File: src/rtl/rk4_pkg.sv
// Shared constants, register indexes and the saturation helper of the RK4 stepper.
package rk4_pkg;

  localparam int WORD_W    = 32;
  localparam int STEP_W    = 31;
  localparam int CFG_IDX_W = 2;
  localparam int FRAC_BITS = 16;

  localparam logic signed [63:0] WORD_MAX64 = 64'sd2147483647;
  localparam logic signed [63:0] WORD_MIN64 = -64'sd2147483648;

  typedef enum logic [CFG_IDX_W-1:0] {
    REG_STEP_SIZE = 2'd0,
    REG_START_X   = 2'd1,
    REG_START_Y   = 2'd2
  } cfg_reg_t;

  // clamp a wide signed value into the 32-bit signed word range
  function automatic logic signed [WORD_W-1:0] sat_word(input logic signed [63:0] v);
    logic signed [WORD_W-1:0] r;
    if (v > WORD_MAX64) begin
      r = WORD_W'(WORD_MAX64);
    end else if (v < WORD_MIN64) begin
      r = WORD_W'(WORD_MIN64);
    end else begin
      r = v[WORD_W-1:0];
    end
    return r;
  endfunction

endpackage

File: src/rtl/rk4_mul_unit.sv
// Shared two-stage fixed-point multiplier: product register, then round, shift, saturate.
module rk4_mul_unit #(
  parameter int FRAC_BITS = rk4_pkg::FRAC_BITS
) (
  input  logic                              clk,
  input  logic signed [rk4_pkg::WORD_W-1:0] op_a,
  input  logic signed [rk4_pkg::WORD_W-1:0] op_b,
  output logic signed [rk4_pkg::WORD_W-1:0] res
);

  localparam logic signed [63:0] ROUND_ADD = 64'sd1 <<< (FRAC_BITS - 1);

  logic signed [63:0]                 prod_r;
  logic signed [63:0]                 rounded;
  logic signed [63:0]                 shifted;
  logic signed [rk4_pkg::WORD_W-1:0]  res_r;

  always_ff @(posedge clk) begin
    prod_r <= 64'(op_a) * 64'(op_b);
    res_r  <= rk4_pkg::sat_word(shifted);
  end

  // arithmetic shift gives floor rounding after the half-LSB add
  assign rounded = prod_r + ROUND_ADD;
  assign shifted = rounded >>> FRAC_BITS;
  assign res     = res_r;

endmodule

File: config.mk
export PLATFORM = sky130hd
export DESIGN_NAME = rk4_mul_unit
export DESIGN_NICKNAME = d
export VERILOG_FILES = /design/src/rtl/rk4_pkg.sv /design/src/rtl/rk4_mul_unit.sv
export SDC_FILE = /design/constraint.sdc
export NUM_CORES = 2
export LEC_CHECK = 0
export BUFFER_PORTS_ARGS = -buffer_cell sky130_fd_sc_hd__buf_2
export CORE_ASPECT_RATIO = 0.7
export CORE_MARGIN = 2
export CORE_UTILIZATION = 40
export CTS_CLUSTER_SIZE = 30
export DETAILED_ROUTE_END_ITERATION = 10
export PLACE_DENSITY = 0.57
export SLEW_MARGIN = 25
export SYNTH_ARGS = -nofsm -noshare
export SYNTH_HDL_FRONTEND = slang
export SYNTH_SLANG_ARGS = --single-unit
File: constraint.sdc
create_clock -name clk -period 13.1 [get_ports clk]
set_input_delay 2.62 -clock clk [delete_from_list [all_inputs] [get_ports clk]]
set_output_delay 2.62 -clock clk [all_outputs]
set_load 0.05 [all_outputs]
# Word level (Yosys, flattened, before mapping)
# Index checks and enable logic that the tools add are counted.
[classes]
n_addsub = 1
multipliers = 1
order_cmp = 2
n_mux = 1
[ops]
columns = ["cell", "n"]
rows = [
  ["$add 64x17->64 const B", 1],
  ["$mul 32x32->64", 1],
  ["$gt 48x32->1 const B", 1],
  ["$lt 48x32->1 const B", 1],
  ["$mux 32", 1],
]
[word_totals]
ff_bits = 96
in_bits = 65
out_inout_bits = 32
wordCells = 7

# Logic depth before layout (Yosys ltp)
[depth]
ltp_word = 3
depth_mapped = 29
ltp_nobuf = 28

# Least setup slack after synthesis
# OpenSTA, ideal clock, no wires.
[synth_timing]
kind = "input-to-reg"
from = "input op_a[31] (netlist name)"
to = "register prod_r[63]"
setup_ps = 72
arrival_time_ps = 10224
required_time_ps = 13028
path_slack_ps = 2804
cell_stages = 26
n_path_buf = 1
cell_sequence = "clkbuf_1 > nand2_1 > inv_1 > fa_1 > fa_1 > fa_1 > inv_1 > fa_1 > inv_1 > fa_1 > fa_1 > inv_1 > fa_1 > inv_1 > fa_1 > ha_1 > o21a_1 > a21oi_1 > a21bo_2 > a221oi_1 > o21ai_1 > a22oi_1 > a31oi_1 > a21o_1 > a21oi_1 > xnor2_1"
[synth_via]
elab_chain_cells = 1
[synth_lines]
columns = ["element", "line_no", "rtl"]
rows = [
  ["start: declaration", "rk4_mul_unit.sv:6", "input logic signed [rk4_pkg::WORD_W-1:0] op_a,"],
  ["$mul 32x32->64", "rk4_mul_unit.sv:19", "prod_r <= 64'(op_a) * 64'(op_b);"],
  ["end signal: assignment", "rk4_mul_unit.sv:19", ""],
  ["end: declaration", "rk4_mul_unit.sv:13", "logic signed [63:0] prod_r;"],
]
# Every way passes these cells.
# A chain may end at the register's enable or synchronous reset.

# Worst setup path in the final report
# Same ends and word-level chain as after synthesis.

==> metrics <==
ratio of cells with drive above 1 in the final layout=0.0430; RSZ-0062 raised after global routing=false; status=completed; DRC Markers=0; 1st-pass router iterations=5; clk_skew=0.00714 ns; Layout fillers=9430; pins over their slew limit=0; DR vias/cell=5.06; initial antenna violation count=6; drt wl/cell=21.7 um; prevailing post-synth register cell=dfxtp_1; Final Core Density=0.421; DRT antenna net count=0; num rows=95; Layout Nets=5342; Worst-path clk slew=0.06 ns; Worst-Margin Slew=1.06 ns; critical path fanouts, max=32; WP data required=13.36 ns; Die Width=376 um; Unique masters post-synth=73; gr ovfl total=0; number of global-route vias before repair=28400; pin count of the biggest net entering global routing=33; first-pass GRT wire length=179000 um; CTS tree=done; Tot GR Track Use=0.239; clk_lat worst skew=0.34 ns; Crit Path Class=input pin to flop; Post-DP HPWL=91800 um; Cells after Synth=4101; PortBufs=96; die area=99200 sq um; Placer Congestion=0.905; area of the multi-input gates=32400 sq um; Worst EP arrival=11.48 ns; Worst Hold Class=flop to flop; CTS Root Cell=clkbuf_16; Post-Route WL=115000 um; Worst path max stage delay=0.98 ns; slowest CP cell=fa_1; setup tns final=0 ns; fmax=0.0891 GHz; Yosys Warn Count=0; Post-Syn Area per Cell=9.43 sq um; Seq/Total Area, Yosys=0.0419; Tmin final=11.22 ns; Most common cell on crit path=fa_1; postcts setup bufs=0; DR vias=26700; Setup violations, final=0; Startpoint Class=input pin; P&R area growth vs syn=4.38%; Post-synth EDFFs=0; critical path capture point type=flop; Initial DRC Count=2340; crit share post-route=0.856; I/O pin cnt=97; post-CTS sizing=0; Final Hold Viols=0; Reg area=1620 sq um; worst-case clock buffer depth=2; max-cap violations=0; Num CTS Buffers=9; cell area after synthesis=38700 sq um; initial core utilization=0.403; Clock Sinks=81; die height=264 um; CTS Hold Bufs=0; asr flop ratio synth=0; max_slew headroom=0.296; H-tree depth=3; Yosys reg bits=81; Core Box Area=95900 sq um; post-synth net total=5428
[synthesized netlist by cell type (9+ instances only)]
cell	number	area (sq um)
a21o_1	34	255
o21ai_0	23	115
nor2_1	69	259
inv_1	1001	3760
and2_1	499	3120
o21ai_2	20	175
xor2_1	46	403
a21oi_1	57	285
clkbuf_1	203	762
a31oi_1	9	56.3
xnor2_1	48	420
dfxtp_1	81	1620
nand4_1	11	68.8
nand2b_1	11	68.8
and3_1	13	81.3
nand2_1	546	2050
nor3_1	16	80.1
fa_1	1081	21600
nand3_1	23	115
ha_1	181	2260
[layout make-up]
cell class / count / share of cell area
multi-input cells: 2805 / 0.804
inverters: 1001 / 0.0931
flip-flops and latches: 81 / 0.0402
well taps: 1261 / 0.0391
repair buffers: 117 / 0.0158
clock buffers: 9 / 0.00558
clock inverters: 7 / 0.00208
diodes: 2 / 0.000124
[per-layer routing]
metal	track usage	vias to the layer above	wire length, um
li1	-	11500	-
met1	0.386	14000	56600
met2	0.309	1144	42500
met3	0.0842	64	14300
met4	0.0266	2	1290
met5	0	-	13
[cells by family (layout without fill, tap and decap cells)]
group	count (synthesis)	count (layout)	share of synthesized area
AOI/OAI and AO/OA	211	211	0.0367
xor gates and xnor gates	94	94	0.0213
adders and majority gates	1262	1262	0.618
buffers and inverters	1215	1134	0.119
DFF	81	81	0.0419
muxes	4	4	0.00110
other	0	2	0
and+or+nand+nor	1234	1234	0.161
[sequential cells by signal, summed over array words and instances, names as in the netlist]
register  flops
prod_r       49
res          32
[worst max-delay path: cells and delay by family]
| kind | cells | cell delay, ns |
|---|---|---|
| xor+xnor | 1 | 0.15 |
| compound gates | 9 | 1.93 |
| simple gates | 1 | 0.21 |
| fa+ha+maj | 9 | 4.93 |
| buf+inv | 6 | 1.60 |
[worst paths after layout]
check	from	endpoint	slack (ns)	cells past startpoint
setup / recovery	op_a[31]	prod_r[63]$_DFF_P_	1.88	26
hold / removal	prod_r[29]$_DFF_P_	res[13]$_SDFF_PN1_	0.57	2
setup reg to reg	prod_r[46]$_DFF_P_	res[26]$_SDFF_PN1_	9.26	8
hold reg to reg	prod_r[29]$_DFF_P_	res[13]$_SDFF_PN1_	0.57	2
[cells in the final DEF, fill, tap and decap left out, drive strengths merged, types with 3 or more instances in the layout]
cell and count:
ha 181, nand2b 11, nand3 24, nor3 16
and2 500, o31ai 3, a211oi 4, inv 1005
o22ai 8, a21boi 3, a21oi 57, a31oi 9
nor4 7, dfxtp 81, or3 8, nor2 70
or4 3, buf 117, nand2 547, a21o 34
o21ai 50, nand4 13, o211ai 5, xnor2 48
and4 5, and3 13, xor2 46, o21a 7
or2 4, clkbuf 9, nor2b 6, a31o 3
a211o 3, o21bai 5, fa 1081
[through the flow]
step	area (sq um)	worst slack, ns	std cells	hold WS (ns)
final	40400	1.88	5283	0.567
after global routing	40400	1.27	5283	0.603
after CTS	40300	1.83	5281	0.575
after detailed placement	40000	1.47	5265	0.563
after global placement	40000	1.65	5265	0.562
after floorplan	38700	2.80	4101	0.501
Power is not shown: default switching activity piles up to over one toggle a cycle in this logic, so the estimate is an artifact.
